File: src/design/fscp_pkg.sv
// shared constants and types for the framed servo command parser
// no dependencies; imported by every module of the block except fscp_ram
`default_nettype none

package fscp_pkg;

   localparam int BUF_CHARS = 32;
   localparam int IDX_W     = $clog2(BUF_CHARS);
   localparam int NUM_BANKS = 2;
   localparam int MEM_DEPTH = NUM_BANKS * BUF_CHARS;
   localparam int ADDR_W    = $clog2(MEM_DEPTH);
   localparam int Q_DEPTH   = 2;
   localparam int Q_PTR_W   = $clog2(Q_DEPTH);

   localparam logic [7:0] CH_NUL   = 8'h00;
   localparam logic [7:0] CH_OPEN  = 8'h3C;
   localparam logic [7:0] CH_CLOSE = 8'h3E;
   localparam logic [7:0] CH_COMMA = 8'h2C;
   localparam logic [7:0] CH_PLUS  = 8'h2B;
   localparam logic [7:0] CH_MINUS = 8'h2D;
   localparam logic [7:0] CH_SPACE = 8'h20;
   localparam logic [7:0] CH_TAB   = 8'h09;
   localparam logic [7:0] CH_CR    = 8'h0D;
   localparam logic [7:0] CH_ZERO  = 8'h30;
   localparam logic [7:0] CH_NINE  = 8'h39;

   typedef logic [IDX_W-1:0] idx_type;

   // one finished frame handed from front to back
   typedef struct packed {
      logic valid;
      logic bank;
   } fscp_job_type;

   // back is done with a frame bank
   typedef struct packed {
      logic valid;
      logic bank;
   } fscp_release_type;

endpackage

`default_nettype wire

File: src/design/fscp_ram.sv
// generic single write port, single read port ram with registered read data
// standalone; no package dependency
`default_nettype none

module fscp_ram #(
   parameter int WIDTH = 8,
   parameter int DEPTH = 64
) (
   input  wire logic                     clock,
   input  wire logic                     wr_en,
   input  wire logic [$clog2(DEPTH)-1:0] wr_addr,
   input  wire logic [WIDTH-1:0]         wr_data,
   input  wire logic [$clog2(DEPTH)-1:0] rd_addr,
   output logic      [WIDTH-1:0]         rd_data
);

   logic [WIDTH-1:0] mem_ff [DEPTH];

   always_ff @(posedge clock) begin
      if (wr_en) begin
         mem_ff[wr_addr] <= wr_data;
      end
      rd_data <= mem_ff[rd_addr];
   end

endmodule

`default_nettype wire

File: src/design/fscp_front.sv
// front end: frame detection, character storage into a ping-pong buffer
// depends on fscp_pkg; feeds fscp_queue and the character ram
`default_nettype none

module fscp_front (
   input  wire logic                      clock,
   input  wire logic                      reset,
   input  wire logic                      req_valid,
   output logic                           req_stall,
   input  wire logic [7:0]                req_rx_byte,
   output logic                           wr_en,
   output logic [fscp_pkg::ADDR_W-1:0]    wr_addr,
   output logic [7:0]                     wr_data,
   output fscp_pkg::fscp_job_type         push,
   input  wire fscp_pkg::fscp_release_type release_in
);

   import fscp_pkg::*;

   logic                 in_frame_ff, in_frame_in;
   idx_type              widx_ff, widx_in;
   logic                 bank_ff, bank_in;
   logic [NUM_BANKS-1:0] busy_ff, busy_in;
   logic                 accept;
   logic                 is_close;

   assign req_stall = in_frame_ff & busy_ff[bank_ff];
   assign accept    = req_valid & ~req_stall;
   assign is_close  = (req_rx_byte == CH_CLOSE);

   assign wr_en   = accept & in_frame_ff;
   assign wr_addr = {bank_ff, widx_ff};
   assign wr_data = is_close ? CH_NUL : req_rx_byte;

   assign push.valid = accept & in_frame_ff & is_close;
   assign push.bank  = bank_ff;

   always_comb begin
      in_frame_in = in_frame_ff;
      widx_in     = widx_ff;
      bank_in     = bank_ff;
      busy_in     = busy_ff;
      if (accept) begin
         if (!in_frame_ff) begin
            in_frame_in = (req_rx_byte == CH_OPEN);
         end else if (is_close) begin
            in_frame_in       = 1'b0;
            widx_in           = '0;
            bank_in           = ~bank_ff;
            busy_in[bank_ff]  = 1'b1;
         end else if (widx_ff != idx_type'(BUF_CHARS - 1)) begin
            widx_in = widx_ff + idx_type'(1);
         end
      end
      if (release_in.valid) begin
         busy_in[release_in.bank] = 1'b0;
      end
   end

   always_ff @(posedge clock) begin
      if (reset) begin
         in_frame_ff <= 1'b0;
         widx_ff     <= '0;
         bank_ff     <= 1'b0;
         busy_ff     <= '0;
      end else begin
         in_frame_ff <= in_frame_in;
         widx_ff     <= widx_in;
         bank_ff     <= bank_in;
         busy_ff     <= busy_in;
      end
   end

endmodule

`default_nettype wire

File: src/design/fscp_queue.sv
// short queue of finished frame banks between front and back
// depends on fscp_pkg
`default_nettype none

module fscp_queue (
   input  wire logic                   clock,
   input  wire logic                   reset,
   input  wire fscp_pkg::fscp_job_type push,
   input  wire logic                   pop,
   output fscp_pkg::fscp_job_type      head
);

   import fscp_pkg::*;

   logic               ent_ff [Q_DEPTH];
   logic [Q_PTR_W-1:0] rd_ptr_ff, wr_ptr_ff;
   logic [Q_PTR_W:0]   count_ff;

   assign head.valid = (count_ff != '0);
   assign head.bank  = ent_ff[rd_ptr_ff];

   always_ff @(posedge clock) begin
      if (push.valid) begin
         ent_ff[wr_ptr_ff] <= push.bank;
      end
   end

   always_ff @(posedge clock) begin
      if (reset) begin
         rd_ptr_ff <= '0;
         wr_ptr_ff <= '0;
         count_ff  <= '0;
      end else begin
         if (push.valid) begin
            wr_ptr_ff <= (wr_ptr_ff == Q_PTR_W'(Q_DEPTH - 1)) ? '0 : wr_ptr_ff + Q_PTR_W'(1);
         end
         if (pop) begin
            rd_ptr_ff <= (rd_ptr_ff == Q_PTR_W'(Q_DEPTH - 1)) ? '0 : rd_ptr_ff + Q_PTR_W'(1);
         end
         if (push.valid && !pop) begin
            count_ff <= count_ff + (Q_PTR_W + 1)'(1);
         end else if (pop && !push.valid) begin
            count_ff <= count_ff - (Q_PTR_W + 1)'(1);
         end
      end
   end

endmodule

`default_nettype wire

File: src/design/fscp_back.sv
// back end: walks a stored frame one character per cycle and builds the result
// depends on fscp_pkg; reads the character ram, pops fscp_queue
`default_nettype none

module fscp_back (
   input  wire logic                    clock,
   input  wire logic                    reset,
   input  wire fscp_pkg::fscp_job_type  head,
   output logic                         pop,
   output logic [fscp_pkg::ADDR_W-1:0]  rd_addr,
   input  wire logic [7:0]              rd_data,
   output fscp_pkg::fscp_release_type   release_out,
   output logic                         rsp_valid,
   input  wire logic                    rsp_stall,
   output logic                         rsp_servo_select,
   output logic signed [15:0]           rsp_angle,
   output logic signed [15:0]           rsp_joint_number,
   output logic                         rsp_status
);

   import fscp_pkg::*;

   localparam logic [19:0] MAG_CLAMP = 20'd40000;

   typedef enum logic [3:0] {
      S_IDLE,
      S_A_WS,
      S_A_DIG,
      S_A_SEEK,
      S_J_WS,
      S_J_DIG,
      S_J_SEEK,
      S_HOLD
   } state_type;

   function automatic logic signed [15:0] sat16(input logic [15:0] m, input logic n);
      logic signed [15:0] r;
      if (n) begin
         r = (m > 16'd32768) ? 16'sh8000 : signed'(~m + 16'd1);
      end else begin
         r = (m > 16'd32767) ? 16'sh7FFF : signed'(m);
      end
      return r;
   endfunction

   state_type          state_ff, scan_next;
   logic               bank_ff;
   idx_type            rd_idx_ff;
   logic [15:0]        mag_ff;
   logic               neg_ff;
   logic signed [15:0] angle_ff;
   logic [19:0]        prod;
   logic [15:0]        mag_in;
   logic signed [15:0] num_sat;
   logic               is_blank, is_digit, is_sign, in_joint;
   logic               take_digit, take_sign, to_joint, fin_ok, fin_err;

   assign is_blank = (rd_data == CH_SPACE) || (rd_data >= CH_TAB && rd_data <= CH_CR);
   assign is_digit = (rd_data >= CH_ZERO) && (rd_data <= CH_NINE);
   assign is_sign  = (rd_data == CH_PLUS) || (rd_data == CH_MINUS);
   assign in_joint = state_ff inside {S_J_WS, S_J_DIG, S_J_SEEK};

   assign prod   = 20'({mag_ff, 3'b000}) + 20'({mag_ff, 1'b0}) + 20'(rd_data[3:0]);
   assign mag_in = (prod > MAG_CLAMP) ? MAG_CLAMP[15:0] : prod[15:0];
   assign num_sat = sat16(mag_ff, neg_ff);

   assign pop     = (state_ff == S_IDLE) && head.valid;
   assign rd_addr = (state_ff == S_IDLE) ? {head.bank, idx_type'(0)} : {bank_ff, rd_idx_ff};

   assign release_out.valid = fin_ok | fin_err;
   assign release_out.bank  = bank_ff;

   always_comb begin
      scan_next  = state_ff;
      take_digit = 1'b0;
      take_sign  = 1'b0;
      to_joint   = 1'b0;
      fin_ok     = 1'b0;
      fin_err    = 1'b0;
      case (state_ff)
         S_A_WS, S_J_WS, S_A_DIG, S_J_DIG, S_A_SEEK, S_J_SEEK: begin
            if ((state_ff == S_A_WS || state_ff == S_J_WS) && is_blank) begin
               scan_next = state_ff;
            end else if ((state_ff == S_A_WS || state_ff == S_J_WS) && is_sign) begin
               take_sign = 1'b1;
               scan_next = in_joint ? S_J_DIG : S_A_DIG;
            end else if (state_ff != S_A_SEEK && state_ff != S_J_SEEK && is_digit) begin
               take_digit = 1'b1;
               scan_next  = in_joint ? S_J_DIG : S_A_DIG;
            end else if (rd_data == CH_NUL) begin
               fin_err   = 1'b1;
               scan_next = S_HOLD;
            end else if (rd_data == CH_COMMA) begin
               if (in_joint) begin
                  fin_ok    = 1'b1;
                  scan_next = S_HOLD;
               end else begin
                  to_joint  = 1'b1;
                  scan_next = S_J_WS;
               end
            end else begin
               scan_next = in_joint ? S_J_SEEK : S_A_SEEK;
            end
         end
         default: begin
            scan_next = state_ff;
         end
      endcase
   end

   always_ff @(posedge clock) begin
      if (reset) begin
         state_ff  <= S_IDLE;
         rsp_valid <= 1'b0;
      end else begin
         case (state_ff)
            S_IDLE: begin
               if (head.valid) begin
                  bank_ff   <= head.bank;
                  rd_idx_ff <= idx_type'(1);
                  mag_ff    <= '0;
                  neg_ff    <= 1'b0;
                  state_ff  <= S_A_WS;
               end
            end
            S_A_WS, S_A_DIG, S_A_SEEK, S_J_WS, S_J_DIG, S_J_SEEK: begin
               rd_idx_ff <= rd_idx_ff + idx_type'(1);
               state_ff  <= scan_next;
               if (take_digit) begin
                  mag_ff <= mag_in;
               end
               if (take_sign) begin
                  neg_ff <= (rd_data == CH_MINUS);
               end
               if (to_joint) begin
                  angle_ff <= num_sat;
                  mag_ff   <= '0;
                  neg_ff   <= 1'b0;
               end
               if (fin_ok) begin
                  rsp_valid        <= 1'b1;
                  rsp_servo_select <= (num_sat != 16'sd2);
                  rsp_angle        <= angle_ff;
                  rsp_joint_number <= num_sat;
                  rsp_status       <= 1'b0;
               end
               if (fin_err) begin
                  rsp_valid        <= 1'b1;
                  rsp_servo_select <= 1'b0;
                  rsp_angle        <= '0;
                  rsp_joint_number <= '0;
                  rsp_status       <= 1'b1;
               end
            end
            S_HOLD: begin
               if (!rsp_stall) begin
                  rsp_valid <= 1'b0;
                  state_ff  <= S_IDLE;
               end
            end
            default: begin
               state_ff <= S_IDLE;
            end
         endcase
      end
   end

endmodule

`default_nettype wire

File: src/design/framed_servo_command_parser.sv
// Framed servo command parser. The front takes one received byte per cycle while req_stall
// is low; bytes between '<' and '>' are stored in one of two 32-character frame banks. At
// '>' the bank is queued and the back walks it one character per cycle through the single
// ram read port, then holds one result until it is taken. The front keeps taking bytes into
// the other bank meanwhile and stalls only when both banks wait to be parsed. Text is
// "angle,joint,..." with atoi rules and 16-bit saturation; a missing first or second
// comma gives status 1 with zero fields.
// depends on fscp_pkg, fscp_front, fscp_queue, fscp_back, fscp_ram
`default_nettype none

module framed_servo_command_parser (
   input  wire logic          clock,
   input  wire logic          reset,
   input  wire logic          req_valid,
   output logic               req_stall,
   input  wire logic [7:0]    req_rx_byte,
   output logic               rsp_valid,
   input  wire logic          rsp_stall,
   output logic               rsp_servo_select,
   output logic signed [15:0] rsp_angle,
   output logic signed [15:0] rsp_joint_number,
   output logic               rsp_status
);

   import fscp_pkg::*;

   logic              wr_en;
   logic [ADDR_W-1:0] wr_addr, rd_addr;
   logic [7:0]        wr_data, rd_data;
   fscp_job_type      push, head;
   fscp_release_type  release_sig;
   logic              pop;

   fscp_front u_front (
      .clock       (clock),
      .reset       (reset),
      .req_valid   (req_valid),
      .req_stall   (req_stall),
      .req_rx_byte (req_rx_byte),
      .wr_en       (wr_en),
      .wr_addr     (wr_addr),
      .wr_data     (wr_data),
      .push        (push),
      .release_in  (release_sig)
   );

   fscp_queue u_queue (
      .clock (clock),
      .reset (reset),
      .push  (push),
      .pop   (pop),
      .head  (head)
   );

   fscp_ram #(
      .WIDTH (8),
      .DEPTH (MEM_DEPTH)
   ) u_ram (
      .clock   (clock),
      .wr_en   (wr_en),
      .wr_addr (wr_addr),
      .wr_data (wr_data),
      .rd_addr (rd_addr),
      .rd_data (rd_data)
   );

   fscp_back u_back (
      .clock            (clock),
      .reset            (reset),
      .head             (head),
      .pop              (pop),
      .rd_addr          (rd_addr),
      .rd_data          (rd_data),
      .release_out      (release_sig),
      .rsp_valid        (rsp_valid),
      .rsp_stall        (rsp_stall),
      .rsp_servo_select (rsp_servo_select),
      .rsp_angle        (rsp_angle),
      .rsp_joint_number (rsp_joint_number),
      .rsp_status       (rsp_status)
   );

endmodule

`default_nettype wire
File: config.mk
export PLATFORM = sky130hd
export DESIGN_NAME = framed_servo_command_parser
export DESIGN_NICKNAME = d
export VERILOG_FILES = /design/src/design/fscp_pkg.sv /design/src/design/fscp_ram.sv /design/src/design/fscp_front.sv /design/src/design/fscp_queue.sv /design/src/design/fscp_back.sv /design/src/design/framed_servo_command_parser.sv
export SDC_FILE = /design/constraint.sdc
export NUM_CORES = 1
export LEC_CHECK = 0
export BUFFER_PORTS_ARGS = -buffer_cell sky130_fd_sc_hd__buf_4
export CAP_MARGIN = 30
export CORE_MARGIN = 2
export CORE_UTILIZATION = 35
export CTS_BUF_LIST = sky130_fd_sc_hd__clkbuf_8
export CTS_CLUSTER_DIAMETER = 120
export DETAILED_ROUTE_END_ITERATION = 16
export GPL_ROUTABILITY_DRIVEN = 0
export HOLD_SLACK_MARGIN = 0.1
export PLACE_DENSITY_LB_ADDON = 0.05
export SLEW_MARGIN = 20
export SYNTH_ARGS = -nofsm -noshare
export SYNTH_HDL_FRONTEND = slang
export SYNTH_HIERARCHICAL = 1
export SYNTH_SLANG_ARGS = --single-unit
export TNS_END_PERCENT = 50
File: constraint.sdc
create_clock -name clock -period 3.2 [get_ports clock]
set_input_delay 0.64 -clock clock [delete_from_list [all_inputs] [get_ports clock]]
set_output_delay 0.64 -clock clock [all_outputs]
set_load 0.005 [all_outputs]
== Word level (Yosys, flattened, before mapping) ==
Memories as Yosys holds them, arrays and structs flattened. A register that Yosys moved wholly into a read port is not among the register bits.
Cells that the tools add are included.

* Output and inout bits: 36
* Memories: 2
* Bits in writable memories: 514
* Bits of input ports: 12
* Flip-flop bits (word level): 91

{| class="wikitable"
|+ Memories
! name !! depth !! width !! read ports !! clocked after Yosys merged registers in !! wr ports !! RTL line !! text
|-
| u_ram.mem_ff || 64 || 8 || 1 || 1 || 1 || fscp_ram.sv:17 || <nowiki>logic [WIDTH-1:0] mem_ff [DEPTH];</nowiki>
|-
| u_queue.ent_ff || 2 || 1 || 1 || 1 || 1 || fscp_queue.sv:15 || <nowiki>logic ent_ff [Q_DEPTH];</nowiki>
|}

* Bitwise operators: 12
* Equal/unequal tests: 23
* Add/sub/neg operators: 9
* Muxes and demuxes: 85
* Magnitude comparators: 11
* Reductions and logical operators: 36

{| class="wikitable"
|+ Operators by type and width
! cell !! number
|-
| 16-bit 2-to-1 mux || 9
|-
| 8-bit by 6-bit equality test with 1-bit output, second input constant || 6
|-
| 1-bit 2-to-1 mux || 48
|-
| 16-bit one-hot mux with 2 select lines || 1
|-
| 4-bit 2-to-1 mux || 7
|-
| 3-bit AND reduction || 8
|-
| 19-bit by 17-bit adder with 20-bit output || 1
|-
| 20-bit by 4-bit adder with 20-bit output || 1
|-
| 20-bit by 16-bit greater-than comparator with 1-bit output, second input constant || 1
|-
| 16-bit by 1-bit adder with 16-bit output, second input constant || 1
|-
| 4-bit by 3-bit equality test with 1-bit output, second input constant || 4
|-
| 16-bit by 15-bit greater-than comparator with 1-bit output, second input constant || 1
|-
| 16-bit greater-than comparator, second input constant || 1
|-
| 16-bit by 3-bit != test with 1-bit output, second input constant || 1
|-
| 16-bit inverter || 1
|-
| 5-bit 2-to-1 mux || 3
|-
| 2-bit 2-to-1 mux || 7
|-
| 4-bit one-hot mux with 3 select lines || 1
|-
| 2-bit nonzero test || 6
|-
| 1-bit logical AND || 11
|-
| 5-bit by 1-bit adder with 5-bit output, second input constant || 2
|-
| 5-bit one-hot mux with 2 select lines || 1
|-
| 3-bit by 1-bit != test with 1-bit output, second input constant || 3
|-
| 4-bit by 2-bit equality test with 1-bit output, second input constant || 2
|-
| 33 further kinds || 49
|}

== Depth between registers and ports, before layout ==
Gate-level depths: netlist (run 1).

* Depth in word-level cells: 12
* Gate-level depth with buffers: 12
* Mapped depth without buffers: 11

== Hierarchy ==
Netlist (run 1), hierarchy kept.

{| class="wikitable"
|+ Modules (own cells, without submodules)
! module !! times used !! area each (um^2) !! cells each !! sequential area each (um^2)
|-
| fscp_ram || 1 || 20,190.6 || 972 || 15,534.9
|-
| fscp_back || 1 || 5,036.1 || 484 || 2,272.2
|-
| fscp_front || 1 || 581.8 || 66 || 180.2
|-
| fscp_queue || 1 || 272.8 || 24 || 160.2
|}

== Worst setup path after synthesis (run 1) ==
OpenSTA, ideal clock, no wires.

* Path type: register -> register
* Start point: register u_ram.rd_data[7], read port of u_ram.mem_ff
* End point: register u_back.rsp_angle[0], enable pin
* Data required time: 2.775 ns
* Arrival time: 2.799 ns
* Cell stages (with the launch flop): 9
* Slack: -0.024 ns
* Cells stage by stage: dfxtp_1 nor3_2 nand2_1 or2_2 inv_1 ha_1 nand2b_1 nand4_1 nor2_1

* Word-level cells in the longest chain between the ends: 9

{| class="wikitable"
|+ RTL lines
! item !! RTL line !! text
|-
| from (decl) || fscp_ram.sv:14 || <nowiki>output logic [WIDTH-1:0] rd_data</nowiki>
|-
| 8-bit by 6-bit greater-or-equal comparator with 1-bit output (tied with other cells) || fscp_back.sv:59 || <nowiki>assign is_digit = (rd_data >= CH_ZERO) && (rd_data <= CH_NINE);</nowiki>
|-
| 1-bit logical AND / 1-bit 2-to-1 mux (equally long branches) || fscp_back.sv:59, fscp_back.sv:93 ||
|-
| 1-bit logical AND / 1-bit 2-to-1 mux (equally long branches) || fscp_back.sv:87, fscp_back.sv:90 ||
|-
| 1-bit 2-to-1 mux || fscp_back.sv:87 || <nowiki>end else if (state_ff != S_A_SEEK && state_ff != S_J_SEEK && is_digit) begin</nowiki>
|-
| 1-bit 2-to-1 mux || fscp_back.sv:84 || <nowiki>end else if ((state_ff == S_A_WS || state_ff == S_J_WS) && is_sign) begin</nowiki>
|-
| 1-bit 2-to-1 mux || fscp_back.sv:82 || <nowiki>if ((state_ff == S_A_WS || state_ff == S_J_WS) && is_blank) begin</nowiki>
|-
| 1-bit 2-to-1 mux || fscp_back.sv:80 || <nowiki>case (state_ff)</nowiki>
|-
| 2-bit nonzero test (no source line) * || n/a ||
|-
| 3-bit AND reduction (no source line) * || n/a ||
|-
| to (signal assigned) || fscp_back.sv:143 || <nowiki>rsp_angle <= angle_ff;</nowiki>
|-
| to (decl) || fscp_back.sv:16 || <nowiki>output logic signed [15:0] rsp_angle,</nowiki>
|}

Every way passes the cells marked *; elsewhere a longest branch is shown, timed or not.
A chain may end at the register's enable or synchronous reset.

== Final worst setup path (run 1) ==
* Start point: register u_back.mag_ff[0]
* End point: register u_back.mag_ff[0] (data pin)

* Word-level cells in the longest chain between the ends: 7

{| class="wikitable"
|+ RTL lines
! item !! RTL line !! text
|-
| from (decl) || fscp_back.sv:49 || <nowiki>logic [15:0] mag_ff;</nowiki>
|-
| from (signal assigned) || fscp_back.sv:130 || <nowiki>mag_ff <= mag_in;</nowiki>
|-
| 19-bit by 17-bit adder with 20-bit output || fscp_back.sv:63 || <nowiki>assign prod = 20'({mag_ff, 3'b000}) + 20'({mag_ff, 1'b0}) + 20'(rd_data[3:0]);</nowiki>
|-
| 20-bit by 4-bit adder with 20-bit output || fscp_back.sv:63 ||
|-
| 20-bit by 16-bit greater-than comparator with 1-bit output || fscp_back.sv:64 || <nowiki>assign mag_in = (prod > MAG_CLAMP) ? MAG_CLAMP[15:0] : prod[15:0];</nowiki>
|-
| 16-bit 2-to-1 mux || fscp_back.sv:64 ||
|-
| 16-bit 2-to-1 mux || fscp_back.sv:129 || <nowiki>if (take_digit) begin</nowiki>
|-
| 16-bit 2-to-1 mux || fscp_back.sv:135 || <nowiki>if (to_joint) begin</nowiki>
|-
| 16-bit one-hot mux with 2 select lines || fscp_back.sv:116 || <nowiki>case (state_ff)</nowiki>
|}

No other way between the ends. The select of a mux whose other input is x is not followed.

==> flow_metrics.py, run 1 <==
metrics = {
    "pwr": {
        "power.density_nw_per_um2": 866,
        "power.total_uw": 27000,
        "swShare_pct": 35.8,
        "p_switching_uw": 9650,
        "seqPwrFrac_pct": 34.8,
        "pwr-share-clk_pct": 23.7,
        "peakVddDrop_mv": 0.677,
        "leakage_uw": 0.0105,
        "internal_power_uw": 17300,
        "p_comb_share_pct": 41.5,
    },
    "grt": {
        "grt_pass1_wl_um": 105000,
        "grtUsageTotal_pct": 18.4,
        "grt_pass1_vias": 15622,
        "grt_overflow_total": 0,
        "grt_max_degree": 65,
        "antenna_found_initial": 2,
    },
    "sta": {
        "finalClockSkew_ps": 33.3,
        "tightest_slew_ps": 821,
        "finalSetupViolCount": 10,
        "drv_slew": 0,
        "finalCriticalPeriod_ps": 3270,
        "fmax_ghz": 0.306,
        "tns_ps": -293,
        "rsz0062_at_grt": "true",
        "fin_ws_ps": -67.0,
        "min_period_over_period_pct": 102,
        "final-hold-violation-count": 0,
        "slew-limit-headroom_pct": 45.2,
    },
    "finish": {
        "final_cell_mix": "edfxtp_1, buf_4, nor2_1",
        "layout_commonest_cell": "edfxtp_1",
        "drive_gt1_share_pct": 31.9,
        "nets": 1890,
        "area_growth_pct": 19.3,
    },
    "run": {
        "max_cap_violations": 0,
    },
    "critical_path": {
        "critPathKind": "reg -> reg",
        "path_delay_family": "compound AO/OA/AOI/OAI gates",
        "crit_path_max_fanout": 5,
        "crit_cells": 12,
        "crit_chain": "inv_2 -> fa_1 -> inv_2 -> ha_4 -> a21o_1 -> nand4_1 -> buf_4 -> a21oi_4 -> o21a_1 -> o2111ai_4 -> a311o_2 -> a211oi_2",
        "crit_path_end_kind": "flop",
        "r2r_cells": 12,
        "cp_slowest_cell": "fa_1",
        "arrival_ps": 3780,
        "crit_top_cell": "inv_2",
        "slowest_delay_ps": 550,
        "crit_buf_inv": 3,
        "cp_data_required_time_ps": 3710,
        "worstSetupStartpointType": "flop",
    },
    "clocking": {
        "cts_made_buffers": 105,
        "cts-root-buf": "clkbuf_8",
        "cts_tree": "done",
        "cts_buffer_depth": 3,
        "clkLatencyLatePin_ps": 710,
        "clkSlewWorstSetupHoldPaths_ps": 50,
        "htree_levels": 3,
        "cts_sinks": 613,
    },
    "detailed_routing": {
        "firstDrtPassIters": 5,
        "wirelength_um": 70300,
        "final_antenna_net_count": 0,
        "vias_per_cell": 5.23,
        "drtIter0Drc": 1091,
        "dr_total_vias": 15088,
        "drc": 0,
        "wl_per_cell_um": 24.4,
    },
    "logic_synthesis": {
        "syn_area_um2": 26100,
        "synth_seq_cells": 613,
        "ys.flop_type": "edfxtp_1",
        "ys_seq_area_share_pct": 69.6,
        "async_flop_share_pct": 0,
        "postSynthCellCount": 1546,
        "synth_nets": 1599,
        "syn_avg_cell_area_um2": 16.9,
        "yosysWarnings": 6,
        "synth_edf_count": 587,
        "netlist-cell-type-count": 95,
    },
    "die": {
        "rows": 100,
        "die_area_um2": 76700,
        "die-height_um": 277,
        "core-area_um2": 74100,
        "initial_core_util_pct": 35.2,
        "ios": 48,
        "die_w_um": 277,
    },
    "min_path": {
        "min_path_cells": 3,
        "hold_class": "in -> reg",
    },
    "status": {
        "violations": "negative setup slack",
        "status": "finished, violations left",
    },
    "placed_design": {
        "hpwl_um": 46700,
        "io_buffers": 47,
        "place_ws_ps": -94.6,
    },
}
flip-flops by register name, summed over array words and instances (netlist names), 2 cells and up, named ones only:
name	cells
u_back/rd_idx_ff	5
u_front/busy_ff	2
u_front/widx_ff	5
u_back/rsp_angle	16
u_back/mag_ff	16
u_queue/count_ff	2
u_back/angle_ff	16
u_back/state_ff	3
u_back/rsp_joint_number	16
u_queue/ent_ff	2
u_ram/mem_ff	512
u_ram/rd_data	8
metal layers:
| layer | GRT usage, % | part of all wire (%) | vias up |
|---|---|---|---|
| met4 | 4.82 | 1.9 | 0 |
| met1 | 25.6 | 45 | 7860 |
| met3 | 3.18 | 4.7 | 93 |
| li1 | - | - | 6799 |
| met5 | 0 | 0 | - |
| met2 | 30.0 | 48 | 336 |
path summary, 6_finish.rpt:
path | start | end | slack [ps]
worst max-delay path | u_back/mag_ff[0] | u_back/mag_ff[0] | -70
worst min-delay path | rsp_stall | u_back/state_ff[1] | 240
worst max register to register | u_back/mag_ff[0] | u_back/mag_ff[0] | -70
worst min register to register | u_front/busy_ff[0] | u_front/busy_ff[0] | 480
tightest hold or removal path: cells and delay by family:
family | cells | cell delay [ps]
buffers and inverters | 1 | 110
AOI/OAI and AO/OA | 1 | 60
and+or+nand+nor | 1 | 80
cell usage after synthesis (4+ instances only):
master | n | share of area (%)
o21a_1 | 5 | 0.14
o21bai_1 | 5 | 0.14
ha_1 | 39 | 1.9
xnor2_1 | 11 | 0.37
buf_4 | 14 | 0.40
nand3_1 | 32 | 0.61
o22ai_1 | 26 | 0.62
a22oi_1 | 11 | 0.32
nand2b_1 | 11 | 0.26
a221oi_1 | 7 | 0.24
clkbuf_1 | 33 | 0.47
nand3b_1 | 8 | 0.23
o211ai_1 | 7 | 0.20
a31oi_1 | 18 | 0.43
nor3b_1 | 6 | 0.17
inv_1 | 42 | 0.60
nor3_1 | 18 | 0.35
o21ai_0 | 29 | 0.56
or2_2 | 12 | 0.29
nor2b_1 | 32 | 0.77
or4_1 | 5 | 0.14
buf_1 | 4 | 0.058
o221ai_1 | 7 | 0.24
a211oi_1 | 13 | 0.37
nand4_1 | 10 | 0.24
a21o_1 | 9 | 0.26
mux2i_1 | 20 | 0.77
edfxtp_1 | 587 | 68
dfxtp_1 | 26 | 2.0
or3_1 | 7 | 0.17
xor2_1 | 9 | 0.30
and2_1 | 9 | 0.22
buf_2 | 17 | 0.33
nor4_1 | 10 | 0.24
and2_2 | 4 | 0.12
a31o_2 | 6 | 0.20
a21oi_1 | 33 | 0.63
buf_6 | 6 | 0.26
nor2_1 | 139 | 2.0
mux4_2 | 124 | 11
nand2_1 | 54 | 0.78
per-stage QoR:
| step | hold slack [ps] | cells | utilization [%] | cell area [um^2] |
|---|---|---|---|---|
| after floorplan | 447 | 1546 | - | 26100 |
| after CTS | 168 | 2874 | 41.6 | 30800 |
| after global placement | 463 | 2688 | 39.0 | 28900 |
| after detailed placement | 463 | 2688 | 39.0 | 28900 |
| final | 244 | 2884 | 42.0 | 31100 |
| after global routing | 209 | 2884 | 42.0 | 31100 |
logic make-up after synthesis:
family	Yosys count	share of synthesized area, %
multiplexers	146	11.6
XOR/XNOR	20	0.672
AND/OR/NAND/NOR	380	7.59
buffers and inverters	122	2.37
flip-flops	613	69.6
adder cells (fa/ha/maj)	41	2.02
AO/OA/AOI/OAI	224	6.19
timing repair:
| action | in CTS | in global routing |
|---|---|---|
| buffers inserted | 1 | 7 |
| gates cloned | 1 | 1 |
| setup endpoints to repair | 15 | 19 |
| hold buffers | 1 | 0 |
| resized for setup | 9 | 50 |
| pin swaps | 5 | 25 |
| endpoints found under the hold margin | 1 | 0 |
area by class of cell:
type | count | area (um^2)
Tap cell | 969 | 1210
Fill cell | 6741 | 43000
Sequential cell | 613 | 18100
Clock inverter | 76 | 382
Clock buffer | 107 | 1470
Timing Repair Buffer | 260 | 2110
Inverter | 44 | 169
Multi-Input combinational cell | 813 | 7610
Antenna cell | 2 | 5.00
power by group through the flow:
stage,Clock (uW),Combinational (uW),Sequential [uW]
6_report,6400,11200,9380
2_1_floorplan,0,6300,9560
3_5_place_dp,0,10100,9530
3_3_place_gp,0,10100,9530
4_1_cts,6620,10400,9370
5_1_grt,7000,12100,9410
No activity file was read; power rests on OpenSTA's default activity.
==> inputs of run 2 (changes only) <==
BUFFER_PORTS_ARGS = not set   (was -buffer_cell sky130_fd_sc_hd__buf_4)
CORE_UTILIZATION = 26   (was 35)
DONT_BUFFER_PORTS = 1   (was not set)
==> run 2 against run 1 <==
The flow now finishes without violations. Global-route usage fell by 3.4 points. Flip-flop and latch count unchanged. Die area up 34%.
==> flow_metrics.py, run 2 (synthesis gave the netlist of run 1 again) <==
metrics = {
    "status": {
        "status": "completed",
    },
    "clocking": {
        "cts-root-buf": "clkbuf_8",
        "cts_sinks": 613,
        "cts_tree": "done",
        "cts_buffer_depth": 3,
        "cts_made_buffers": 112,
        "clkSlewWorstSetupHoldPaths_ps": 60,
        "htree_levels": 3,
        "clkLatencyLatePin_ps": 750,
    },
    "sta": {
        "tns_ps": 0,
        "slew-limit-headroom_pct": 40.0,
        "min_period_over_period_pct": 98.9,
        "tightest_slew_ps": 898,
        "finalSetupViolCount": 0,
        "fin_ws_ps": 35.1,
        "drv_slew": 0,
        "final-hold-violation-count": 0,
        "finalClockSkew_ps": 41.8,
        "rsz0062_at_grt": "true",
        "finalCriticalPeriod_ps": 3160,
        "fmax_ghz": 0.316,
    },
    "detailed_routing": {
        "firstDrtPassIters": 7,
        "drc": 0,
        "dr_total_vias": 15000,
        "drtIter0Drc": 1149,
        "vias_per_cell": 4.71,
        "wl_per_cell_um": 24.2,
        "final_antenna_net_count": 0,
        "wirelength_um": 77200,
    },
    "placed_design": {
        "io_buffers": 0,
        "place_ws_ps": -122,
        "hpwl_um": 51300,
    },
    "pwr": {
        "peakVddDrop_mv": 0.560,
        "leakage_uw": 0.0104,
        "power.density_nw_per_um2": 897,
    },
    "finish": {
        "nets": 1850,
        "seqCellArea_um2": 18100,
        "multi_input_area_um2": 7620,
        "largest_register_ffs": 512,
        "area_growth_pct": 20.9,
        "fillerInstances": 9804,
        "top_register": "u_ram/mem_ff",
        "layout_commonest_cell": "edfxtp_1",
        "final_util_pct": 31.6,
        "final_cell_mix": "edfxtp_1, buf_4, nor2_1",
        "drive_gt1_share_pct": 30.6,
    },
    "grt": {
        "grt_pass1_vias": 15603,
        "grt_pass1_wl_um": 111000,
        "antenna_found_initial": 2,
        "grt_max_degree": 65,
        "grt_overflow_total": 0,
        "grtUsageTotal_pct": 15.0,
    },
    "critical_path": {
        "cp_data_required_time_ps": 3770,
        "crit_path_max_fanout": 6,
        "arrival_ps": 3730,
        "crit_path_end_kind": "flop",
        "cp_slowest_cell": "fa_1",
        "crit_chain": "inv_2 -> fa_1 -> inv_2 -> ha_4 -> a21o_1 -> nand4_1 -> a211o_1 -> buf_6 -> a31oi_4 -> xor2_2 -> buf_6 -> nand2_1 -> o21bai_1",
        "critPathKind": "reg -> reg",
        "slowest_delay_ps": 540,
        "worstSetupStartpointType": "flop",
        "r2r_cells": 13,
    },
    "die": {
        "die-height_um": 321,
        "die_area_um2": 103000,
        "rows": 116,
        "die_w_um": 321,
        "initial_core_util_pct": 26.2,
        "core-area_um2": 99700,
        "ios": 48,
    },
    "run": {
        "max_cap_violations": 0,
    },
    "min_path": {
        "hold_class": "in -> reg",
        "min_path_cells": 1,
    },
}
## run 2: cell count changes in the layout (fill, tap and decap cells not counted), sizes merged, moves of 2 or more
| cell | change |
|---|---|
| dlygate4sd3 | +3 |
| buf | -49 |
| clkinv | +17 |
| inv | -6 |
| clkinvlp | -2 |
| clkbuf | +11 |
| bufinv | +2 |
## run 2: worst paths after layout
path | slack [ps] | start | end
max | 40 | u_ram/rd_data[3] | u_back/mag_ff[6]
max reg2reg | 40 | u_ram/rd_data[3] | u_back/mag_ff[6]
min | 280 | req_rx_byte[6] | u_ram/mem_ff[34][6]
min reg2reg | 470 | u_front/busy_ff[0] | u_front/busy_ff[0]
## run 2: area by class of cell
type	count	area share [%]
flip-flops and latches	613	57.5
multi-input cells	811	24.1
repair buffers	215	5.92
well taps	1298	5.15
clock buffers	117	5.11
clock inverters	87	1.59
inverters	44	0.524
diodes	2	0.0159
## run 2: routing by layer
layer  GRT usage, %  wire, um  up-vias
li1               -         -     6728
met1           20.4     35900     7856
met2           24.3     36700      312
met3           2.56      2890      104
met4           4.80      1740        0
met5              0         0        -
## run 2: what timing repair did
item,CTS,global route
hold endpoints to repair,211,0
cloned,0,1
buffers inserted,1,3
hold buffers,7,0
endpoints found under the setup margin,15,18
resized for setup,9,52
pin swaps,3,11
## run 2: worst max-delay path: cells and delay by family (launching register included)
kind	cells	cell delay, ps
AOI/OAI and AO/OA	4	900
xor gates and xnor gates	1	170
adders and majority gates	2	790
buffers and inverters	4	430
DFF	1	330
and+or+nand+nor	2	380
## run 2: report_power, final
part	internal, uW	switching (uW)	leakage [uW]
clock network	3710	3380	0.00121
registers	9180	214	0.00550
logic	5240	6550	0.00368
## run 2: per-stage QoR
| stage | total power (uW) | instance area [um^2] | hold slack (ps) | std cells |
|---|---|---|---|---|
| 2_1_floorplan | 15900 | 26100 | 447 | 1546 |
| 3_3_place_gp | 20300 | 28900 | 453 | 2969 |
| 3_5_place_dp | 20200 | 28900 | 456 | 2969 |
| 4_1_cts | 27700 | 31200 | 191 | 3181 |
| 5_1_grt | 29900 | 31500 | 235 | 3186 |
| 6_report | 28300 | 31500 | 281 | 3187 |
==> inputs of run 3 (changes only) <==
SYNTH_HIERARCHICAL = not set   (was 1)
==> run 3 against run 2 <==
The flow now finishes with violations (negative setup slack). Setup slack got worse by 240 ps. Highest routed layer unchanged. Design area increased by 1.2%. Power increased by 4.0%. Flip-flop and latch count unchanged. Worst hold slack got worse by 30 ps. Wire length increased by 4.6%. Clock power decreased by 2.8%. Count of clock-buffer cells in the layout increased by 2.
==> flow_metrics.py, run 3 <==
metrics = {
    "logic_synthesis": {
        "postSynthCellCount": 1762,
        "ys_top_cells_by_area": "edfxtp_1, mux4_2, o211ai_1",
        "ys_seq_area_share_pct": 69.6,
        "synth_nets": 1815,
        "async_flop_share_pct": 0,
        "synth_top_cell_area_share_pct": 67.6,
        "synth_top_area_cell": "edfxtp_1",
        "ys.flop_type": "edfxtp_1",
        "yosysWarnings": 0,
        "syn_area_um2": 26100,
        "synth_seq_cells": 613,
        "netlist-cell-type-count": 81,
        "yosysMostFrequentCell": "edfxtp_1",
        "synth_edf_count": 587,
        "syn_avg_cell_area_um2": 14.8,
        "synthTopCellsByCount": "edfxtp_1, nor2_1, nand2_1, o21ai_0, o211ai_1",
    },
    "detailed_routing": {
        "drc": 0,
        "firstDrtPassIters": 5,
        "routed.top_layer": "met4",
        "final_antenna_net_count": 0,
        "wl_met2_um": 36200,
        "wl_per_cell_um": 23.5,
        "routedLengthMet1_um": 39300,
        "wl_met3_um": 3400,
        "vias_per_cell": 4.77,
        "drtIter0Drc": 1078,
        "dr_total_vias": 16424,
        "wirelength_um": 80800,
    },
    "sta": {
        "fmax_ghz": 0.294,
        "fin_ws_ps": -201,
        "min_period_over_period_pct": 106,
        "final-hold-violation-count": 0,
        "finalSetupViolCount": 16,
        "slew-limit-headroom_pct": 40.4,
        "finalClockSkew_ps": 41.2,
        "drv_slew": 0,
        "finalCriticalPeriod_ps": 3400,
        "rsz0062_at_grt": "true",
        "tightest_slew_ps": 894,
        "tns_ps": -1680,
    },
    "critical_path": {
        "crit_path_max_fanout": 5,
        "crit_buf_inv": 5,
        "crit_chain": "inv_2 -> fa_1 -> inv_1 -> ha_1 -> a211oi_2 -> o31a_1 -> buf_4 -> xnor2_4 -> a2111oi_2 -> buf_4 -> o311ai_4 -> buf_12 -> a2111oi_4",
        "worstSetupStartpointType": "flop",
        "regToRegSetupSlack_ps": -200,
        "r2r_cells": 13,
        "crit_cells": 13,
        "cp-startpoint": "u_back.mag_ff[0]",
        "cp_data_required_time_ps": 3740,
        "cp_slowest_cell": "fa_1",
        "path_delay_family": "compound AO/OA/AOI/OAI gates",
        "critPathKind": "reg -> reg",
        "crit_path_end_kind": "flop",
        "r2r-start": "u_back.mag_ff[0]",
        "r2r_end": "u_back.mag_ff[5]",
        "arrival_ps": 3940,
        "crit_top_cell": "buf_4",
        "slowest_delay_ps": 530,
    },
    "min_path": {
        "hold_class": "in -> reg",
        "hp-start": "reset",
        "hold-path-endpoint": "u_back.neg_ff",
        "min_path_cells": 2,
    },
    "placed_design": {
        "io_buffers": 0,
        "hpwl_um": 51500,
    },
    "finish": {
        "largest_register_ffs": 512,
        "layout_commonest_cell": "edfxtp_1",
        "nets": 2104,
        "fillerInstances": 9911,
        "drive_gt1_share_pct": 25.1,
        "top_register": "u_ram.mem_ff",
        "final_cell_mix": "edfxtp_1, buf_4, nor2_1",
        "area_growth_pct": 22.5,
    },
    "die": {
        "ios": 48,
        "die_w_um": 321,
        "initial_core_util_pct": 26.1,
        "die_area_um2": 103000,
        "core-area_um2": 99700,
        "rows": 116,
        "die-height_um": 321,
    },
    "grt": {
        "grtUsageTotal_pct": 15.7,
        "antenna_found_initial": 4,
        "grt_pass1_vias": 16822,
        "grt_pass1_wl_um": 118000,
        "grt_max_degree": 65,
        "grt_overflow_total": 0,
    },
    "status": {
        "violations": "negative setup slack",
        "status": "finished, violations left",
    },
    "pwr": {
        "leakage_uw": 0.0106,
        "peakVddDrop_mv": 0.378,
        "power.total_uw": 29400,
        "power.density_nw_per_um2": 922,
    },
    "clocking": {
        "clkSlewWorstSetupHoldPaths_ps": 60,
        "clkLatencyLatePin_ps": 750,
        "cts-root-buf": "clkbuf_8",
        "htree_levels": 3,
        "cts_tree": "done",
        "cts_sinks": 613,
        "cts_buffer_depth": 3,
        "cts_made_buffers": 112,
    },
    "run": {
        "max_cap_violations": 0,
    },
}
## run 3: cell count changes after synthesis, moves of 21 or more
cell and delta:
o21ai_0 +71, o211ai_1 +70, mux4_2 -60, nand2_1 +56, or3_1 +37, clkbuf_1 +29, o22ai_1 +29, nor2b_1 -28
a21oi_1 +24, and2_1 +21
## run 3: layer usage
metal,GRT usage (%),vias up
li1,-,7570
met1,22.5,8378
met2,24.0,357
met3,3.20,119
met4,4.17,0
met5,0,-
## run 3: power breakdown
group,internal (uW),switching [uW]
sequential,9150,255
combinational,5720,7390
clock,3560,3340
## run 3: stage by stage
stage	utilization (%)	setup WS (ps)	cells	instance area, um^2	hold WS [ps]
after detailed placement	29.5	-433	3213	29400	497
after global placement	29.4	-379	3211	29400	496
final	32.0	-201	3441	31900	251
after global routing	32.0	-353	3438	31900	171
after floorplan	-	-128	1762	26100	424
after CTS	31.8	-222	3427	31700	160
## run 3: kinds of logic (layout without fill, tap and decap cells)
family | count (synthesis) | after routing | share of synthesized area (%)
compound gates | 399 | 399 | 10.3
xor+xnor | 20 | 20 | 0.701
fa+ha+maj | 41 | 41 | 2.03
buf+inv | 141 | 517 | 2.40
flops | 613 | 613 | 69.6
mux | 77 | 77 | 6.04
other cells | 0 | 5 | 0
simple gates | 471 | 471 | 8.94
## run 3: how the worst max path moves through the flow
stage / end / slack (ps)
after floorplan: u_back.mag_ff[5] / -130
after global placement: u_back.mag_ff[1] / -380
after detailed placement: u_back.mag_ff[14] / -430
after CTS: u_back.mag_ff[8] / -220
after global routing: u_back.mag_ff[5] / -350
final: u_back.mag_ff[5] / -200
## run 3: worst reg2reg max path, cell delays in order (launching register included)
cell       delay [ps]
edfxtp_1          360
inv_2              60
fa_1              530
inv_1              50
ha_1              290
a211oi_2          260
o31a_1            290
buf_4             180
xnor2_4            60
a2111oi_2         330
buf_4             190
o311ai_4          110
buf_12            160
a2111oi_4         340
## run 3: repair_timing
item	in CTS	in global routing
setup endpoints to repair	18	22
cloned	0	0
hold endpoints to repair	211	0
resized for setup	31	31
buffers inserted	6	9
hold buffers	7	0
pin swaps	16	26
## run 3: layout make-up
type	instances	area, um^2	area share, %
flip-flops and latches	613	18100	56.8
well taps	1298	1620	5.09
clock inverters	82	385	1.21
repair buffers	279	2390	7.49
multi-input cells	1008	7580	23.8
clock buffers	119	1640	5.13
inverters	37	140	0.439
diodes	5	12.5	0.0392
